## config.mk

```make
export PLATFORM = sky130hd
export DESIGN_NAME = vgsd_cfg
export DESIGN_NICKNAME = d
export VERILOG_FILES = /design/src/hw/rtl/vgsd_pkg.sv /design/src/hw/rtl/vgsd_cfg.sv
export SDC_FILE = /design/constraint.sdc
export NUM_CORES = 1
export LEC_CHECK = 0
export BUFFER_PORTS_ARGS = -buffer_cell sky130_fd_sc_hd__buf_2
export CAP_MARGIN = 0
export CORE_UTILIZATION = 44
export CTS_BUF_LIST = sky130_fd_sc_hd__clkbuf_8
export CTS_CLUSTER_SIZE = 12
export DETAILED_ROUTE_END_ITERATION = 16
export PLACE_DENSITY = 0.91
export SLEW_MARGIN = 10
export SYNTH_ARGS = -nofsm -noshare
export SYNTH_HDL_FRONTEND = slang
export SYNTH_SLANG_ARGS = --single-unit
```

## constraint.sdc

```tcl
create_clock -name clk -period 1.89 [get_ports clk]
set_input_delay 0.4725 -clock clk [delete_from_list [all_inputs] [get_ports clk]]
set_output_delay 0.4725 -clock clk [all_outputs]
set_load 0.02 [all_outputs]
```

## src/hw/rtl/vgsd_pkg.sv

```systemverilog
// ----------------------------------------------------------------------------
// vgsd_pkg
// Shared constants, register map and types of the voxel grid dilation core.
// ----------------------------------------------------------------------------
`default_nettype none

package vgsd_pkg;

  // Grid bounds
  localparam int MAX_X      = 32;
  localparam int MAX_Y      = 32;
  localparam int MAX_Z      = 32;
  localparam int MAX_RADIUS = 4;

  localparam int XW      = 5;            // coordinate field widths
  localparam int YW      = 5;
  localparam int ZW      = 5;
  localparam int ROW_AW  = XW + YW;      // one memory row per (x,y) column
  localparam int NDZ     = 2 * MAX_RADIUS + 1;
  localparam int SIZE_W  = 6;
  localparam int RAD_W   = 3;
  localparam int LIM_W   = 6;
  localparam int OFF_W   = 4;            // signed neighbor offset
  localparam int ROWS    = 1 << ROW_AW;

  // Register file
  localparam int APB_AW = 5;
  localparam int APB_DW = 32;
  localparam logic [2:0] REG_GRID_X = 3'd0;
  localparam logic [2:0] REG_GRID_Y = 3'd1;
  localparam logic [2:0] REG_GRID_Z = 3'd2;
  localparam logic [2:0] REG_RADIUS = 3'd3;
  localparam logic [2:0] REG_LIMIT  = 3'd4;

  localparam logic [SIZE_W-1:0] RST_GRID   = 6'd32;
  localparam logic [RAD_W-1:0]  RST_RADIUS = 3'd1;
  localparam logic [LIM_W-1:0]  RST_LIMIT  = 6'd1;

  // Item modes
  localparam logic MODE_LOAD  = 1'b0;
  localparam logic MODE_QUERY = 1'b1;

  // Effective (saturated) configuration
  typedef struct packed {
    logic [SIZE_W-1:0] sx;
    logic [SIZE_W-1:0] sy;
    logic [SIZE_W-1:0] sz;
    logic [RAD_W-1:0]  rad;
    logic [LIM_W-1:0]  lim;
  } cfg_eff_t;

  // Memory access request
  typedef struct packed {
    logic              we;
    logic [ROW_AW-1:0] waddr;
    logic [MAX_Z-1:0]  wdata;
    logic              re;
    logic [ROW_AW-1:0] raddr;
  } mem_req_t;

endpackage

`default_nettype wire

```

## src/hw/rtl/vgsd_cfg.sv

```systemverilog
// ----------------------------------------------------------------------------
// vgsd_cfg
// APB register file; saturates grid sizes and radius for the datapath.
// ----------------------------------------------------------------------------
`default_nettype none

module vgsd_cfg
  import vgsd_pkg::*;
(
  input  wire logic              clk,
  input  wire logic              rst_n,
  input  wire logic              psel,
  input  wire logic              penable,
  input  wire logic              pwrite,
  input  wire logic [APB_AW-1:0] paddr,
  input  wire logic [APB_DW-1:0] pwdata,
  output logic      [APB_DW-1:0] prdata,
  output logic                   pready,
  output cfg_eff_t               cfg
);

  logic [SIZE_W-1:0] gx_r, gy_r, gz_r;
  logic [RAD_W-1:0]  rad_r;
  logic [LIM_W-1:0]  lim_r;
  logic [2:0]        idx;
  logic              wr;

  assign idx    = paddr[4:2];
  assign wr     = psel && penable && pwrite;
  assign pready = 1'b1;

  always_ff @(posedge clk) begin
    if (!rst_n) begin
      gx_r  <= RST_GRID;
      gy_r  <= RST_GRID;
      gz_r  <= RST_GRID;
      rad_r <= RST_RADIUS;
      lim_r <= RST_LIMIT;
    end else if (wr) begin
      case (idx)
        REG_GRID_X: gx_r  <= pwdata[SIZE_W-1:0];
        REG_GRID_Y: gy_r  <= pwdata[SIZE_W-1:0];
        REG_GRID_Z: gz_r  <= pwdata[SIZE_W-1:0];
        REG_RADIUS: rad_r <= pwdata[RAD_W-1:0];
        REG_LIMIT:  lim_r <= pwdata[LIM_W-1:0];
        default: ;
      endcase
    end
  end

  always_comb begin
    case (idx)
      REG_GRID_X: prdata = {{(APB_DW-SIZE_W){1'b0}}, gx_r};
      REG_GRID_Y: prdata = {{(APB_DW-SIZE_W){1'b0}}, gy_r};
      REG_GRID_Z: prdata = {{(APB_DW-SIZE_W){1'b0}}, gz_r};
      REG_RADIUS: prdata = {{(APB_DW-RAD_W){1'b0}}, rad_r};
      REG_LIMIT:  prdata = {{(APB_DW-LIM_W){1'b0}}, lim_r};
      default:    prdata = '0;
    endcase
  end

  // Saturate to the grid bounds
  always_comb begin
    cfg.sx  = (gx_r > SIZE_W'(MAX_X)) ? SIZE_W'(MAX_X) : gx_r;
    cfg.sy  = (gy_r > SIZE_W'(MAX_Y)) ? SIZE_W'(MAX_Y) : gy_r;
    cfg.sz  = (gz_r > SIZE_W'(MAX_Z)) ? SIZE_W'(MAX_Z) : gz_r;
    cfg.rad = (rad_r > RAD_W'(MAX_RADIUS)) ? RAD_W'(MAX_RADIUS) : rad_r;
    cfg.lim = lim_r;
  end

endmodule

`default_nettype wire

```

# Word level (Yosys, flattened, before mapping)
# Cells that the tools add are included.
dict set report word_totals {
  word_cells 26
  reg_bits 27
  input_bits 42
  out_inout_bits 60
}
dict set report classes {
  n_reduce_logical 8
  muxes 5
  n_lt_le_gt_ge 4
  n_eq_ne 4
}
# op n
set ops {}
lappend ops {{$pmux W6 S5} 1}
lappend ops {{$gt A6 B6 Y1 const B} 3}
lappend ops {{$mux W6} 3}
lappend ops {{$reduce_and A2 Y1} 5}
lappend ops {{$eq A3 B2 Y1 const B} 2}
lappend ops {{$eq A3 B1 Y1 const B} 1}
lappend ops {{$eq A3 B3 Y1 const B} 1}
lappend ops {{$gt A3 B3 Y1 const B} 1}
lappend ops {{$logic_not A3 Y1} 1}
lappend ops {{$mux W3} 1}
lappend ops {{$logic_and A1 B1 Y1} 2}

# Depth between registers and ports, before layout
dict set report depth {
  depth_word 3
  depth_mapped 4
  ltp_nobuf 3
}

# Least setup slack after synthesis
# No wires, ideal clock.
dict set report synth_path {
  kind {input-to-output}
  startpoint {input paddr[2]}
  endpoint {output prdata[1]}
  t_required_ns 1.417
  cell_stages 4
  setup_slack_ns 0.087
  path_buffers 1
  t_arrival_ns 1.330
  path_cell_list {buf_2 and2b_1 a22oi_1 o22ai_1}
}
dict set report synth_via {
  elab_chain_len 2
}
# item line_no
set synth_lines {}
lappend synth_lines {{start: declaration} vgsd_cfg.sv:15} ;# input wire logic [APB_AW-1:0] paddr,
lappend synth_lines {{$eq A3 B3 Y1 (tied with other cells)} vgsd_cfg.sv:52} ;# case (idx)
lappend synth_lines {{$pmux W6 S5 (*)} vgsd_cfg.sv:52}
lappend synth_lines {{end: declaration} vgsd_cfg.sv:17} ;# output logic [APB_DW-1:0] prdata,
# Mark *: on every way between the ends. The rest lies on a longest branch, timed or not.

# Final worst setup path
dict set report layout_path {
  startpoint {input paddr[3]}
  endpoint {output prdata[5]}
}
# Same word-level chain as after synthesis.

==> summary.md <==
| Metric | Value |
|---|---|
| Switch Pwr | 306 uW |
| Cell area power density | 556 nW/um^2 |
| Top FF cell, synth | dfxtp_1 |
| Worst clock skew | 0 ns |
| Maximum achievable frequency | 0.531 GHz |
| Top Ports | 102 |
| Logic pwr share | 0.162 |
| Status | finished clean |
| DR WL/cell | 13.6 um |
| Crit-path max FO | 8 |
| Number of global-route vias before repair | 1272 |
| Most used cell, CP | buf_2 |
| Drt first pass iters | 4 |
| Synth top area cells | dfxtp_1, mux2i_1, buf_4 |
| Post-route minimum period | 1.88 ns |
| Post-route cell area | 1940 um^2 |
| Cts bufs inserted | 3 |
| Power share of the clock group | 0.303 |
| Worst vdd rail ir drop | 351 uV |
| GRT Overall Usage | 0.188 |
| Port buffer count | 46 |
| Setup violators final | 0 |
| Synth warnings | 0 |
| Die Y-Extent | 63.2 um |
| Internal power | 772 uW |
| Initial Utilization | 0.474 |
| Drt drc | 0 |
| Setup CP Type | in -> out |
| Initial drt markers | 30 |
| CP Capture Type | output pin |
| Clk pin slew, worst setup/hold paths | 0.09 ns |
| WP data arrival | 1.41 ns |
| Die X | 63.2 um |
| Ant. Diodes | 0 |
| Final GP Congestion | 0.869 |
| Syn Inst Count | 187 |
| CP peak stage delay | 0.36 ns |
| Longest Clk Path Bufs | 2 |
| Vias | 1365 |
| Fin Hold WS | 0.462 ns |
| Share of layout cells above drive strength 1 | 0.332 |
| Worst Path Required | 1.42 ns |
| CTS hold repair buffers | 0 |
| Slew Viols, Final | 0 |
| First-pass GRT wire length | 5930 um |
| Initial antenna violation count | 0 |
| Highest-delay cell along the critical path | or2_2 |
| H-Tree Depth | 1 |
| Placed insts | 274 |
| Skew-Pair Late Insertion Delay | 0.27 ns |
| Hpwl dp | 2820 um |
| Detailed Route WL | 3780 um |
| Count of different cell masters after synthesis | 27 |
| Worst-path cell chain | buf_2 -> or2_2 -> o211ai_1 -> buf_2 |
| Final count of hold timing violations | 0 |
| Power, Total | 1080 uW |
| Post-synth EDFFs | 0 |
| Nets@finish | 275 |
| Post-Syn Area | 1650 um^2 |
| Pin count of the biggest net entering global routing | 23 |
| Seq/Total Area, Yosys | 0.329 |
| CP startpoint kind | input pin |
| Placeable Area | 3470 um^2 |
| CTS tree | built |
| Pleak | 0.000820 uW |
| Area delta synth->final | 17.7% |
| Final Cycle Share | 0.996 |
| Total grt overflow | 0 |
| Post-CTS Setup Inserts | 0 |
| Maximum Capacitance Violations | 0 |
| Post-synth top area share | 0.329 |
| Die area | 3990 um^2 |
| Worst min path class | in -> reg |
| Root Buffer | clkbuf_8 |
| Ys async rst share | 0 |
| Sw Ratio | 0.284 |
| Leading area contributor after synthesis | dfxtp_1 |
| Placement row count | 21 |
| Routed vias/inst | 4.91 |
| Flop pwr share | 0.535 |
| Syn_area_per_cell | 8.80 um^2 |
| CTS sink cnt | 27 |
| ANT nets after route | 0 |
| Placed cell areas | 1840 um^2 |
| Setup TNS | 0 ns |
| Non-Filler Instances | 278 |
| Number of synthesized register bits | 27 |
-- critical path: cells and delay by family --
| family | cells | cell delay, ns |
|---|---|---|
| AND/OR/NAND/NOR | 1 | 0.36 |
| buffers and inverters | 2 | 0.37 |
| AO/OA/AOI/OAI | 1 | 0.21 |
-- repair_timing --
item,CTS,global route
gates resized for setup,1,14
pin swaps,0,1
endpoints found under the setup margin,3,6
-- cell type report --
class | instances | area (um^2)
repair buffers | 55 | 308
inverters | 1 | 3.75
fillers | 308 | 1530
flip-flops and latches | 27 | 541
clock buffers | 3 | 41.3
well taps | 46 | 57.6
clock inverters | 1 | 5.00
multi-input cells | 145 | 981
-- path summary, 6_finish.rpt --
| path | depth (start not counted) | to | slack (ns) | startpoint |
|---|---|---|---|---|
| worst max register to register | 2 | gy_r[5]$_SDFFE_PN1P_ | 1.10 | gy_r[5]$_SDFFE_PN1P_ |
| worst min-delay path | 3 | lim_r[5]$_SDFFE_PN0P_ | 0.46 | pwdata[5] |
| worst max-delay path | 4 | prdata[5] | 0.008 | paddr[3] |
| worst min register to register | 2 | lim_r[1]$_SDFFE_PN0P_ | 0.48 | lim_r[1]$_SDFFE_PN0P_ |
-- cells in the mapped netlist, types with 2 or more instances --
library cell / instances
a22oi_1: 4
mux2i_1: 30
o211ai_1: 3
mux2_2: 3
nor2_4: 2
buf_2: 5
o22ai_1: 3
buf_4: 27
nand3_1: 3
dfxtp_1: 27
clkbuf_1: 7
conb_1: 2
nor2_1: 2
nand2_1: 32
nor2b_1: 25
-- layout by cell type (no fill, tap or decap), types with 3 or more instances in the layout --
master    netlist  routed
dfxtp_1        27      27
a22oi_2         0       3
nand3_1         3       3
conb_1          2      27
mux2i_1        30      30
buf_4          27      13
nor2b_1        25      24
clkbuf_8        0       3
buf_2           5      42
o211ai_1        3       3
nand2_1        32      32
-- cell families after synthesis --
group,synth area share
simple gates,0.257
mux,0.203
compound gates,0.0502
flops,0.329
other cells,0.00456
buf+inv,0.157
-- per-layer routing --
| metal | part of all wire | track usage |
|---|---|---|
| met1 | 0.44 | 0.239 |
| met2 | 0.49 | 0.315 |
| met3 | 0.053 | 0.0362 |
| met4 | 0.013 | 0.0640 |
| met5 | 0 | 0 |
-- power groups by stage --
stage               clock network [uW]  logic, uW  registers, uW
floorplan                            0        160            590
global placement                     0        159            589
detailed placement                   0        162            590
CTS                                329        163            576
global route                       357        188            577
finish                             326        175            577
-- metrics by stage --
step,setup WS (ns),util
global route,-0.0242,0.558
floorplan,0.0871,-
CTS,0.00222,0.545
detailed placement,-0.0377,0.531
finish,0.00792,0.558
global placement,-0.0146,0.531
-- registers in the layout (all words and copies together), names as in the netlist --
name	count
gz_r	6
gx_r	6
lim_r	6
rad_r	3
gy_r	6
No activity file was read; power rests on OpenSTA's default activity.
