--- src/hw/rtl/vgsd_pkg.sv ---
// ----------------------------------------------------------------------------
// vgsd_pkg
// Shared constants, register map and types of the voxel grid dilation core.
// ----------------------------------------------------------------------------
`default_nettype none

package vgsd_pkg;

  // Grid bounds
  localparam int MAX_X      = 32;
  localparam int MAX_Y      = 32;
  localparam int MAX_Z      = 32;
  localparam int MAX_RADIUS = 4;

  localparam int XW      = 5;            // coordinate field widths
  localparam int YW      = 5;
  localparam int ZW      = 5;
  localparam int ROW_AW  = XW + YW;      // one memory row per (x,y) column
  localparam int NDZ     = 2 * MAX_RADIUS + 1;
  localparam int SIZE_W  = 6;
  localparam int RAD_W   = 3;
  localparam int LIM_W   = 6;
  localparam int OFF_W   = 4;            // signed neighbor offset
  localparam int ROWS    = 1 << ROW_AW;

  // Register file
  localparam int APB_AW = 5;
  localparam int APB_DW = 32;
  localparam logic [2:0] REG_GRID_X = 3'd0;
  localparam logic [2:0] REG_GRID_Y = 3'd1;
  localparam logic [2:0] REG_GRID_Z = 3'd2;
  localparam logic [2:0] REG_RADIUS = 3'd3;
  localparam logic [2:0] REG_LIMIT  = 3'd4;

  localparam logic [SIZE_W-1:0] RST_GRID   = 6'd32;
  localparam logic [RAD_W-1:0]  RST_RADIUS = 3'd1;
  localparam logic [LIM_W-1:0]  RST_LIMIT  = 6'd1;

  // Item modes
  localparam logic MODE_LOAD  = 1'b0;
  localparam logic MODE_QUERY = 1'b1;

  // Effective (saturated) configuration
  typedef struct packed {
    logic [SIZE_W-1:0] sx;
    logic [SIZE_W-1:0] sy;
    logic [SIZE_W-1:0] sz;
    logic [RAD_W-1:0]  rad;
    logic [LIM_W-1:0]  lim;
  } cfg_eff_t;

  // Memory access request
  typedef struct packed {
    logic              we;
    logic [ROW_AW-1:0] waddr;
    logic [MAX_Z-1:0]  wdata;
    logic              re;
    logic [ROW_AW-1:0] raddr;
  } mem_req_t;

endpackage

`default_nettype wire

--- src/hw/rtl/vgsd_ctrl.sv ---
// ----------------------------------------------------------------------------
// vgsd_ctrl
// Sequencer: clearing pass, load read-modify-write, neighborhood row scan.
// ----------------------------------------------------------------------------
`default_nettype none

module vgsd_ctrl
  import vgsd_pkg::*;
(
  input  wire logic             clk,
  input  wire logic             rst_n,
  input  wire cfg_eff_t         cfg,
  input  wire logic             in_valid,
  output logic                  in_stall,
  input  wire logic             in_mode,
  input  wire logic [XW-1:0]    in_coord_x,
  input  wire logic [YW-1:0]    in_coord_y,
  input  wire logic [ZW-1:0]    in_coord_z,
  input  wire logic             in_occupied_in,
  output logic                  out_valid,
  input  wire logic             out_stall,
  output logic                  out_inflated,
  output logic                  out_was_occupied,
  output logic                  out_out_of_range,
  output mem_req_t              mem_req,
  input  wire logic [MAX_Z-1:0] mem_rdata
);

  localparam logic [2:0] S_CLEAR = 3'd0;
  localparam logic [2:0] S_IDLE  = 3'd1;
  localparam logic [2:0] S_LDWR  = 3'd2;
  localparam logic [2:0] S_SELF  = 3'd3;
  localparam logic [2:0] S_SCAN  = 3'd4;
  localparam logic [2:0] S_DRAIN = 3'd5;
  localparam logic [2:0] S_DONE  = 3'd6;

  function automatic logic [2:0] mag(input logic [OFF_W-1:0] v);
    logic [OFF_W-1:0] n;
    n = '0 - v;
    return v[OFF_W-1] ? n[2:0] : v[2:0];
  endfunction

  function automatic logic [5:0] sq3(input logic [2:0] m);
    return {3'b000, m} * {3'b000, m};
  endfunction

  // Any set bit of one row within the z window and the distance limit
  function automatic logic row_hit(input logic [MAX_Z-1:0] data, input logic [ZW-1:0] z,
                                   input logic [5:0] dxy2, input cfg_eff_t c);
    logic       h;
    logic [6:0] nz;
    logic [2:0] m;
    logic [6:0] d2;
    h = 1'b0;
    for (int k = 0; k < NDZ; k++) begin
      nz = {2'b00, z} + 7'(k) - 7'(MAX_RADIUS);
      m  = (k < MAX_RADIUS) ? 3'(MAX_RADIUS - k) : 3'(k - MAX_RADIUS);
      d2 = {1'b0, dxy2} + {1'b0, sq3(m)};
      if (m <= c.rad && !nz[6] && nz[5:0] < c.sz && data[nz[4:0]] && d2 <= {1'b0, c.lim})
        h = 1'b1;
    end
    return h;
  endfunction

  logic [2:0]        state_r, state_nxt;
  logic [ROW_AW-1:0] clr_cnt_r, clr_cnt_nxt;
  logic [XW-1:0]     x_r, x_nxt;
  logic [YW-1:0]     y_r, y_nxt;
  logic [ZW-1:0]     z_r, z_nxt;
  logic              occ_r, occ_nxt;
  logic [OFF_W-1:0]  dx_r, dx_nxt, dy_r, dy_nxt;
  logic              pend_r, pend_nxt;
  logic              pend_ok_r, pend_ok_nxt;
  logic [5:0]        pend_d2_r, pend_d2_nxt;
  logic              res_hit_r, res_hit_nxt;
  logic              res_self_r, res_self_nxt;
  logic              res_oor_r, res_oor_nxt;
  logic              out_valid_r, out_valid_nxt;
  logic              out_hit_r, out_hit_nxt;
  logic              out_self_r, out_self_nxt;
  logic              out_oor_r, out_oor_nxt;

  logic              in_inside;
  logic              accept;
  logic [6:0]        nx, ny;
  logic              nb_ok;
  logic [OFF_W-1:0]  rad_s, rad_neg;
  logic              pend_hit;
  logic              out_free;
  logic [MAX_Z-1:0]  ld_row;

  assign in_inside = ({1'b0, in_coord_x} < cfg.sx) && ({1'b0, in_coord_y} < cfg.sy) &&
                     ({1'b0, in_coord_z} < cfg.sz);
  assign accept    = in_valid && !in_stall;
  assign in_stall  = (state_r != S_IDLE);
  assign rad_s     = {1'b0, cfg.rad};
  assign rad_neg   = '0 - rad_s;
  assign nx        = {2'b00, x_r} + {{(7-OFF_W){dx_r[OFF_W-1]}}, dx_r};
  assign ny        = {2'b00, y_r} + {{(7-OFF_W){dy_r[OFF_W-1]}}, dy_r};
  assign nb_ok     = !nx[6] && (nx[5:0] < cfg.sx) && !ny[6] && (ny[5:0] < cfg.sy);
  assign pend_hit  = pend_r && pend_ok_r && row_hit(mem_rdata, z_r, pend_d2_r, cfg);
  assign out_free  = !out_valid_r || !out_stall;

  always_comb begin
    ld_row       = mem_rdata;
    ld_row[z_r]  = occ_r;
  end

  always_comb begin
    state_nxt     = state_r;
    clr_cnt_nxt   = clr_cnt_r;
    x_nxt         = x_r;
    y_nxt         = y_r;
    z_nxt         = z_r;
    occ_nxt       = occ_r;
    dx_nxt        = dx_r;
    dy_nxt        = dy_r;
    pend_nxt      = 1'b0;
    pend_ok_nxt   = pend_ok_r;
    pend_d2_nxt   = pend_d2_r;
    res_hit_nxt   = res_hit_r;
    res_self_nxt  = res_self_r;
    res_oor_nxt   = res_oor_r;
    out_valid_nxt = out_valid_r && out_stall;
    out_hit_nxt   = out_hit_r;
    out_self_nxt  = out_self_r;
    out_oor_nxt   = out_oor_r;
    mem_req       = '0;

    case (state_r)
      S_CLEAR: begin
        mem_req.we    = 1'b1;
        mem_req.waddr = clr_cnt_r;
        mem_req.wdata = '0;
        clr_cnt_nxt   = clr_cnt_r + 1'b1;
        if (clr_cnt_r == '1) state_nxt = S_IDLE;
      end
      S_IDLE: begin
        if (accept) begin
          x_nxt         = in_coord_x;
          y_nxt         = in_coord_y;
          z_nxt         = in_coord_z;
          occ_nxt       = in_occupied_in;
          mem_req.re    = 1'b1;
          mem_req.raddr = {in_coord_x, in_coord_y};
          if (in_mode == MODE_LOAD) begin
            if (in_inside) state_nxt = S_LDWR;
          end else if (in_inside) begin
            state_nxt = S_SELF;
          end else begin
            res_hit_nxt  = 1'b0;
            res_self_nxt = 1'b0;
            res_oor_nxt  = 1'b1;
            state_nxt    = S_DONE;
          end
        end
      end
      S_LDWR: begin
        mem_req.we    = 1'b1;
        mem_req.waddr = {x_r, y_r};
        mem_req.wdata = ld_row;
        state_nxt     = S_IDLE;
      end
      S_SELF: begin
        res_oor_nxt  = 1'b0;
        res_self_nxt = mem_rdata[z_r];
        res_hit_nxt  = mem_rdata[z_r];
        dx_nxt       = rad_neg;
        dy_nxt       = rad_neg;
        state_nxt    = mem_rdata[z_r] ? S_DONE : S_SCAN;
      end
      S_SCAN: begin
        if (pend_hit) begin
          res_hit_nxt = 1'b1;
          state_nxt   = S_DONE;
        end else begin
          // Issue the next neighbor row; its verdict is checked in the following cycle
          mem_req.re    = 1'b1;
          mem_req.raddr = {nx[XW-1:0], ny[YW-1:0]};
          pend_nxt      = 1'b1;
          pend_ok_nxt   = nb_ok;
          pend_d2_nxt   = sq3(mag(dx_r)) + sq3(mag(dy_r));
          if (dy_r == rad_s) begin
            dy_nxt = rad_neg;
            dx_nxt = dx_r + 1'b1;
            if (dx_r == rad_s) state_nxt = S_DRAIN;
          end else begin
            dy_nxt = dy_r + 1'b1;
          end
        end
      end
      S_DRAIN: begin
        res_hit_nxt = pend_hit;
        state_nxt   = S_DONE;
      end
      S_DONE: begin
        if (out_free) begin
          out_valid_nxt = 1'b1;
          out_hit_nxt   = res_hit_r;
          out_self_nxt  = res_self_r;
          out_oor_nxt   = res_oor_r;
          state_nxt     = S_IDLE;
        end
      end
      default: state_nxt = S_IDLE;
    endcase
  end

  always_ff @(posedge clk) begin
    if (!rst_n) begin
      state_r     <= S_CLEAR;
      clr_cnt_r   <= '0;
      pend_r      <= 1'b0;
      out_valid_r <= 1'b0;
    end else begin
      state_r     <= state_nxt;
      clr_cnt_r   <= clr_cnt_nxt;
      pend_r      <= pend_nxt;
      out_valid_r <= out_valid_nxt;
    end
  end

  always_ff @(posedge clk) begin
    x_r        <= x_nxt;
    y_r        <= y_nxt;
    z_r        <= z_nxt;
    occ_r      <= occ_nxt;
    dx_r       <= dx_nxt;
    dy_r       <= dy_nxt;
    pend_ok_r  <= pend_ok_nxt;
    pend_d2_r  <= pend_d2_nxt;
    res_hit_r  <= res_hit_nxt;
    res_self_r <= res_self_nxt;
    res_oor_r  <= res_oor_nxt;
    out_hit_r  <= out_hit_nxt;
    out_self_r <= out_self_nxt;
    out_oor_r  <= out_oor_nxt;
  end

  assign out_valid        = out_valid_r;
  assign out_inflated     = out_hit_r;
  assign out_was_occupied = out_self_r;
  assign out_out_of_range = out_oor_r;

  a_out_from_done: assert property (@(posedge clk) disable iff (!rst_n)
    $rose(out_valid_r) |-> $past(state_r == S_DONE))
    else $error("result beat raised outside the completion state");

  a_no_write_in_query: assert property (@(posedge clk) disable iff (!rst_n)
    (state_r == S_SELF || state_r == S_SCAN || state_r == S_DRAIN) |-> !mem_req.we)
    else $error("memory written during a query");

  a_oor_clean: assert property (@(posedge clk) disable iff (!rst_n)
    (out_valid_r && out_oor_r) |-> (!out_hit_r && !out_self_r))
    else $error("out-of-range result carries occupancy");

  a_self_implies_hit: assert property (@(posedge clk) disable iff (!rst_n)
    (out_valid_r && out_self_r) |-> out_hit_r)
    else $error("occupied voxel reported as not inflated");

endmodule

`default_nettype wire

--- config.mk ---
export PLATFORM = sky130hd
export DESIGN_NAME = vgsd_ctrl
export DESIGN_NICKNAME = d
export VERILOG_FILES = /design/src/hw/rtl/vgsd_pkg.sv /design/src/hw/rtl/vgsd_ctrl.sv
export SDC_FILE = /design/constraint.sdc
export NUM_CORES = 1
export LEC_CHECK = 0
export ABC_AREA = 1
export BUFFER_PORTS_ARGS = -buffer_cell sky130_fd_sc_hd__buf_2
export CAP_MARGIN = 0
export CORE_ASPECT_RATIO = 1.25
export CORE_MARGIN = 1
export CORE_UTILIZATION = 45
export DETAILED_ROUTE_END_ITERATION = 10
export HOLD_SLACK_MARGIN = 0.02
export PLACE_DENSITY = 0.78
export SYNTH_ARGS = -nofsm -noshare
export SYNTH_HDL_FRONTEND = slang
export SYNTH_SLANG_ARGS = --single-unit
export TNS_END_PERCENT = 10
--- constraint.sdc ---
create_clock -name clk -period 5.35 [get_ports clk]
set_input_delay 0 -clock clk [delete_from_list [all_inputs] [get_ports clk]]
set_output_delay 0 -clock clk [all_outputs]
set_load 0.01 [all_outputs]
======== Yosys cells after proc, flatten, opt, wreduce, memory -nomap -nowiden ========
Cells that the tools add are included.
Widths: inputs -> output; s select.
storage, ports and cells
  flip-flop bits (word level) ............. 52
  input port bits ......................... 80
  output and inout bits ................... 59
  logic and storage cells ................. 249
cells by class
  add/subtract/negate cells ............... 30
  multiply operators ...................... 2
  order comparisons ....................... 35
  equality and inequality tests ........... 21
  muxes and demuxes ....................... 68
  bitwise logic cells ..................... 1
  reductions and logical operators ........ 74
operator list
  cell                   number
  $pmux 43 s2            1
  $lt 6x6->1             11
  $lt 5x6->1 const B     10
  $sub 6x3->7 const B    8
  $bmux 1 s5             10
  $logic_and 1x1->1      46
  $mux 3                 11
  $bwmux 32              1
  $mux 1                 30
  $le 7x6->1             4
  $add 5x3->6 const B    4
  $mux 11                2
  $pmux 11 s2            1
  $lt 5x6->1             3
  $pmux 3 s6             1
  $mux 4                 4
  $ne 2x2->1 const B     8
  $pmux 4 s2             2
  $add 6x4->7            2
  $logic_not 1->1        14
  $add 5x2->6 const B    2
  $mul 3x3->6            2
  $add 10x1->10 const B  1
  $eq 10x10->1 const B   1
  36 further kinds       52

======== Logic depth before layout (Yosys ltp) ========
Gate-level depths: netlist of run 1.
  depth after elaboration ................. 18
  mapped depth ............................ 25
  gate-level depth less buffers ........... 24

======== Least setup slack after synthesis of run 1 ========
Ideal clock, no wire load.
  path kind ............................... reg2reg
  start ................................... reg z_r[1]
  end ..................................... reg dx_r[0], enable pin
  arrival time ............................ 2.975 ns
  data required time ...................... 5.046 ns
  slack ................................... 2.071 ns
  cell stages (with the launch flop) ...... 24
  buffers on the path ..................... 4
  period minus slack after synthesis ...... 3.279 ns
  cells stage by stage .................... edfxtp_1 buf_2 inv_1 buf_2 ha_1 buf_4 clkinv_1 buf_2 ha_1 a21o_1 nand4_1 nand2_1 nor2_1 nand3_1 nand2_1 nand2_1 nand2_1 inv_1 nand2_1 nand2_2 nand2_4 nand2_1 nand2_1 inv_1
on the way
  longest elaborated chain between the ends .. 18
ends and longest elaborated chain
  element                                               RTL line          text
  start: declaration                                    vgsd_ctrl.sv:69   logic [ZW-1:0] z_r, z_nxt;
  start signal: assignment                              vgsd_ctrl.sv:226  z_r <= z_nxt;
  branches (longest 14 deep; another with $sub 6x3->7)  -
  $mux 1 (*)                                            vgsd_ctrl.sv:59   if (m <= c.rad && !nz[6] && nz[5:0] < c.sz && data[nz[4:0]] && d2 <= {1'b0, c.lim})
  $logic_and 1x1->1 (*)                                 vgsd_ctrl.sv:101  assign pend_hit = pend_r && pend_ok_r && row_hit(mem_rdata, z_r, pend_d2_r, cfg);
  $ne 2x2->1 (no source line) (*)                       -
  $reduce_and 3->1 (no source line) (*)                 -
  end signal: assignment                                vgsd_ctrl.sv:228  dx_r <= dx_nxt;
  end: declaration                                      vgsd_ctrl.sv:71   logic [OFF_W-1:0] dx_r, dx_nxt, dy_r, dy_nxt;
Every way passes the cells marked *. The select of a mux whose other input is x is not followed.
A chain may end at the register's enable or synchronous reset.

==> results_dict.tcl, run 1 <==
set metrics [dict create \
    ys_async_sr_fraction 0 \
    drive_above_1_share 0.1281 \
    power_frac_seq 0.225 \
    hp-class "in2reg" \
    peakVddDrop_mv 0.4695 \
    slew_violations 0 \
    fin_crit_sh 0.7982 \
    ctsResizeCount 0 \
    num_rows 54 \
    grt_pass1_vias 8272 \
    reg2reg_slack_ns 1.22 \
    multi_input_area_um2 5741 \
    grt_overflow 0 \
    clk_pin_slew_ns 0.07 \
    synth_top_area_share 0.1940 \
    crit_fanout 19 \
    area_growth_pct 14.86 \
    gp_congestion 1.028 \
    die_width_um 121.2 \
    drtIter0Drc 698 \
    diodes 0 \
    finalHoldViolCount 0 \
    synthTopCellsByCount "nand2_1, nand3_1, inv_1" \
    vias_per_cell 5.603 \
    clk_latency_ns 0.30 \
    ys_seq_area_frac 0.1765 \
    max_freq_ghz 0.2342 \
    clkPwrFrac 0.107 \
    drv_cap 0 \
    cts_tree "yes" \
    die_h_um 151.0 \
    yosysTopAreaCell "ha_1" \
    htree_levels 2 \
    p_int_uw 1455 \
    postCtsSetupRepairBufs 0 \
    clk_path_buf_depth 2 \
    grt_use_total 0.2832 \
    clock_skew_ns 0.006804 \
    total_leakage_power_uw 0.004727 \
    synthFlopType "edfxtp_1" \
    clock-sinks 52 \
    place_hpwl_um 20990 \
    cp.required_ns 5.35 \
    wl_per_cell_um 16.31 \
    fin_nets 1566 \
    synth_cells 1221 \
    avgSynthCellArea_um2 6.549 \
    n_fill_cell 1744 \
    grt_max_degree 42 \
    grt_first_pass_wirelength_um 40570 \
    fin_crit_ns 4.271 \
    power_uw 2968 \
    regArea_um2 1411 \
    failed_checks "design-rule violations" \
    cp.arrival_ns 4.27 \
    initial_utilization 0.4587 \
    numCtsBuffers 5 \
    io_pins 139 \
    status "finished with violations" \
    finalSetupTns_ns 0 \
    dr.pass1.iters 9 \
    cp-end-kind "output pin" \
    combPwrFrac 0.668 \
    syn-num-nets 1430 \
    netlist_area_um2 7996 \
    clock-root-buffer "clkbuf_16" \
    synth_edf_count 37 \
    p_switching_uw 1514 \
    synth.area.top_cells "ha_1, edfxtp_1, nand3_1" \
    via_count 8864 \
    powerDensity_nw_per_um2 323.2 \
    hold_buffers 18 \
    core_area_um2 17430 \
    ys_ff_latch 52 \
    dp.cells 1556 \
    layout.cells.non_filler 1582 \
    antenna_found_initial 0 \
    routed_wl_um 25810 \
    rsz0062_at_grt "no" \
    yosysWarnings 0 \
    yosysMostFrequentCell "nand2_1" \
    tightest_slew_ns 1.130 \
    p_sw_frac 0.5100 \
    ys_types 50 \
    die-area_um2 18310 \
    critPathKind "reg2out" \
    drc_errors 1 \
    io_buffers 138 \
    crit_path_start_kind "flop" \
    relSlewSlack 0.2467 \
    setup_violations 0 \
    antenna_left 0 \
]
==> critical path: stages (launching register included) <==
cell and delay (ns):
edfxtp_1 0.91, inv_2 0.36, ha_1 0.59, clkinv_1 0.31
ha_1 0.27, a21oi_1 0.12, o21a_1 0.12, nand2_1 0.05
nor2_1 0.08, nand3_1 0.07, nand2_1 0.11, nand2_1 0.06
nand2_1 0.06, inv_1 0.03, nand2_1 0.11, nand2_2 0.11
nand2_4 0.13, inv_4 0.12, a22o_1 0.20, buf_2 0.13
==> layout make-up <==
cell class,count,share of cell area
repair buffers,164,0.1013
flip-flops and latches,52,0.1537
well taps,224,0.03051
multi-input cells,953,0.6250
inverters,181,0.07424
clock buffers,6,0.01403
clock inverters,2,0.001226
==> power groups by stage <==
| stage | clock network (uW) | logic [uW] | registers [uW] |
|---|---|---|---|
| floorplan | 0 | 1430 | 619 |
| global placement | 0 | 1910 | 672 |
| detailed placement | 0 | 1940 | 674 |
| CTS | 322 | 1970 | 665 |
| global route | 336 | 2230 | 678 |
| finish | 317 | 1980 | 667 |
==> through the flow <==
step / worst slack (ns) / cell area, um^2 / utilization / hold slack [ns]
after floorplan: 2.071 / 7996 / - / 0.09887
after global placement: 1.402 / 8865 / 0.5085 / 0.1787
after detailed placement: 1.325 / 8865 / 0.5085 / 0.1786
after CTS: 1.140 / 9185 / 0.5269 / 0.08274
after global routing: 0.7374 / 9185 / 0.5269 / 0.1048
final: 1.079 / 9185 / 0.5269 / 0.08303
==> path summary, 6_finish.rpt <==
path                      end        from  cells past startpoint
max                mem_req[4]      z_r[2]                     19
min                state_r[2]     in_mode                      4
max reg2reg           dx_r[0]      z_r[2]                     20
min reg2reg  out_was_occupied  res_self_r                      0
==> routing by layer <==
layer,up-vias,part of all wire,track usage
met5,-,0,0
met4,0,0.058,0.1741
met2,376,0.50,0.5269
met1,3992,0.39,0.3045
li1,4399,-,-
met3,97,0.060,0.03163
==> kinds of logic after synthesis <==
family,Yosys count,synth area share
AND/OR/NAND/NOR,603,0.3333
buffers and inverters,216,0.1059
AO/OA/AOI/OAI,187,0.1371
adder cells (fa/ha/maj),129,0.2065
flip-flops,52,0.1765
XOR/XNOR,33,0.03943
multiplexers,1,0.001252
==> layout by cell type (no fill, tap or decap), drive strengths merged, types with 2 or more instances in the layout <==
cell type and instances:
a2111oi 2, a211oi 16, a21boi 6, a21o 4, a21oi 74, a22o 8, a31oi 2, buf 146
clkbuf 6, clkinv 4, dfxtp 15, dlygate4sd3 18, edfxtp 37, fa 5, ha 124, inv 178
nand2 247, nand3 199, nand3b 3, nand4 14, nor2 89, nor3 43, nor4 2, o211ai 2
o21a 8, o21ai 54, o221ai 2, o22ai 4, or2 4, xnor2 3, xor2 30
==> flip-flops by register name, indices dropped and copies added (netlist names), 3 cells and up <==
| signal | cells |
|---|---|
| state_r | 3 |
| x_r | 5 |
| clr_cnt_r | 10 |
| dy_r | 4 |
| dx_r | 4 |
| y_r | 5 |
| pend_d2_r | 6 |
| z_r | 5 |
Note: power is estimated with default switching activity, not from simulation.
==> inputs of run 2 (changes only) <==
--- a/config.mk
+++ b/config.mk
@@ -5,7 +5,7 @@
 export SDC_FILE = /design/constraint.sdc
 export NUM_CORES = 1
 export LEC_CHECK = 0
-export ABC_AREA = 1
+export ABC_AREA = 0
 export BUFFER_PORTS_ARGS = -buffer_cell sky130_fd_sc_hd__buf_2
 export CAP_MARGIN = 0
 export CORE_ASPECT_RATIO = 1.25
@@ -13,7 +13,7 @@
 export CORE_UTILIZATION = 45
 export DETAILED_ROUTE_END_ITERATION = 10
 export HOLD_SLACK_MARGIN = 0.02
-export PLACE_DENSITY = 0.78
+export PLACE_DENSITY = 0.81
 export SYNTH_ARGS = -nofsm -noshare
 export SYNTH_HDL_FRONTEND = slang
 export SYNTH_SLANG_ARGS = --single-unit
==> constraint.sdc (replaced) <==
create_clock -name clk -period 3.5 [get_ports clk]
set_input_delay 0 -clock clk [delete_from_list [all_inputs] [get_ports clk]]
set_output_delay 0 -clock clk [all_outputs]
set_load 0.01 [all_outputs]
==> results_dict.tcl, run 2 <==
set metrics [dict create \
    initial_utilization 0.4614 \
    drv_cap 0 \
    dpl_worst_slack_ns 0.007444 \
    setup_violations 11 \
    grt_max_degree 33 \
    synth.area.top_cells "ha_1, edfxtp_1, mux4_2" \
    grt_first_pass_wirelength_um 40740 \
    wl_per_cell_um 19.51 \
    yosysWarnings 0 \
    holdPathEnd "dy_r[0]" \
    drive_above_1_share 0.2578 \
    min_path_cells 3 \
    largest_register_ffs 10 \
    place_hpwl_um 20280 \
    failed_checks "negative setup slack" \
    clk_pin_slew_ns 0.07 \
    die_width_um 124.1 \
    worst_slack_ns -0.2352 \
    yosysTopAreaCell "ha_1" \
    fin_crit_ns 3.735 \
    reg2reg_slack_ns 0.05 \
    powerDensity_nw_per_um2 391.0 \
    layout_top_registers "clr_cnt_r: 10 flops, pend_d2_r: 6 flops" \
    crit_fanout 6 \
    antenna_left 0 \
    gp_congestion 1.014 \
    dr.pass1.iters 6 \
    clock-sinks 52 \
    num_rows 55 \
    area_growth_pct 20.73 \
    clk_latency_ns 0.30 \
    numCtsBuffers 5 \
    wirelength_met1_um 9686 \
    clk_path_buf_depth 2 \
    finalHoldViolCount 0 \
    slew_violations 0 \
    clock-root-buffer "clkbuf_16" \
    ys_seq_area_frac 0.1684 \
    ys_types 78 \
    dp.cells 1317 \
    relSlewSlack 0.3299 \
    wl_met3_um 1688 \
    drtIter0Drc 579 \
    synthFlopType "edfxtp_1" \
    n_fill_cell 1578 \
    diodes 0 \
    grt_overflow 0 \
    largest-register "clr_cnt_r" \
    cp-end-kind "output pin" \
    die_h_um 154.6 \
    via_count 8348 \
    drc_errors 0 \
    crit_path_start_kind "flop" \
    place_area_um2 9559 \
    synth_edf_count 37 \
    grt_pass1_vias 8081 \
    cp.required_ns 3.50 \
    netlist_area_um2 8383 \
    rsz0062_at_grt "yes" \
    vias_per_cell 6.170 \
    final_common_cell "buf_2" \
    power_uw 3957 \
    layout.cells.non_filler 1353 \
    total_leakage_power_uw 0.004652 \
    status "finished with violations" \
    cp.arrival_ns 3.74 \
    core_area_um2 18170 \
    syn-num-nets 1158 \
    io_pins 139 \
    cts_tree "yes" \
    critPathKind "reg2out" \
    fin_crit_sh 1.067 \
    die-area_um2 19180 \
    ys_ff_latch 52 \
    fin_nets 1333 \
    worst_r2r_startpoint "z_r[0]" \
    grt_use_total 0.2720 \
    synth_cells 949 \
    design_area_um2 10120 \
    max_freq_ghz 0.2677 \
    routed_wl_um 26400 \
    hp-class "in2reg" \
    regToRegEndpoint "dx_r[1]" \
    peakVddDrop_mv 0.2442 \
    synthTopCellsByCount "ha_1, nand2_1, a21oi_1" \
    yosysMostFrequentCell "ha_1" \
    antenna_found_initial 1 \
    top_layer "met5" \
    utilization 0.5571 \
    tightest_slew_ns 1.005 \
    dr_wl_met2_um 13310 \
    final_cell_mix "buf_2, ha_1, nand2_1, a21oi_1, nor2_1" \
    io_buffers 138 \
    synth_top_area_share 0.1851 \
    avgSynthCellArea_um2 8.834 \
    htree_levels 2 \
    clock_skew_ns 0.008472 \
    hp-start "cfg[6]" \
    ys_async_sr_fraction 0 \
    worstRegToRegCells 10 \
]
==> run 2: per-stage QoR <==
step	hold slack, ns	TNS [ns]
detailed placement	0.1904	0
finish	0.1827	-2.138
floorplan	0.09887	-0.06377
global placement	0.1839	0
CTS	0.1665	-1.889
global route	0.2270	-4.317
==> run 2: layer usage <==
layer	vias to the layer above	track usage
li1	3840	-
met5	-	0
met2	440	0.4825
met1	3933	0.3041
met3	133	0.02802
met4	2	0.1718
==> run 2: worst max-delay path: stages, from the launching register on <==
cell	delay, ns
edfxtp_1	0.54
ha_4	0.23
buf_4	0.13
nand2_2	0.07
xnor2_2	0.10
ha_1	0.26
o21a_1	0.21
o22ai_2	0.12
a21oi_2	0.05
a311o_1	0.32
or4_4	0.50
and4_4	0.24
a21o_4	0.26
a32o_1	0.27
buf_2	0.14
==> run 2: cells by family (layout without fill, tap and decap cells) <==
| family | after synthesis | count (layout) | synth area share |
|---|---|---|---|
| DFF | 52 | 52 | 0.1684 |
| and+or+nand+nor | 286 | 286 | 0.1613 |
| xor gates and xnor gates | 54 | 54 | 0.06045 |
| adders and majority gates | 129 | 129 | 0.1970 |
| AOI/OAI and AO/OA | 216 | 217 | 0.1664 |
| muxes | 94 | 94 | 0.1836 |
| buffers and inverters | 118 | 293 | 0.06284 |
==> run 2: where the power goes <==
part	switching [uW]	leakage, uW	internal, uW
clock network	250	0.0000719	272
logic	1440	0.00413	1150
registers	95.4	0.000454	755
total	1780	0.00465	2170
==> run 2: how the worst max path moves through the flow <==
stage                            start    endpoint  slack (ns)  depth (start not counted)
after floorplan                 z_r[2]  mem_req[0]      -0.007                         17
after global placement    pend_d2_r[2]  mem_req[7]        0.04                         13
after detailed placement  pend_d2_r[3]  mem_req[4]       0.007                         14
after CTS                 pend_d2_r[2]  mem_req[4]       -0.21                         13
after global routing            z_r[2]  mem_req[7]       -0.34                         15
final                     pend_d2_r[2]  mem_req[7]       -0.24                         14
==> run 2: layout make-up <==
cell class	instances	area, um^2	area share
Multi-Input combinational cell	780	6660	0.6581
Inverter	74	286.5	0.02831
Sequential cell	52	1411	0.1394
Clock buffer	5	125.1	0.01236
Tap cell	228	285.3	0.02819
Timing Repair Buffer	211	1325	0.1309
Clock inverter	3	27.53	0.002720
==> run 2: repair_timing <==
| action | 4_1_cts | 5_1_grt |
|---|---|---|
| endpoints found under the setup margin | 11 | 28 |
| cloned | 1 | 0 |
| gates resized for setup | 16 | 11 |
| hold buffers | 18 | 0 |
| hold endpoints to repair | 18 | 0 |
| buffers inserted | 9 | 0 |
| pin swaps | 27 | 14 |
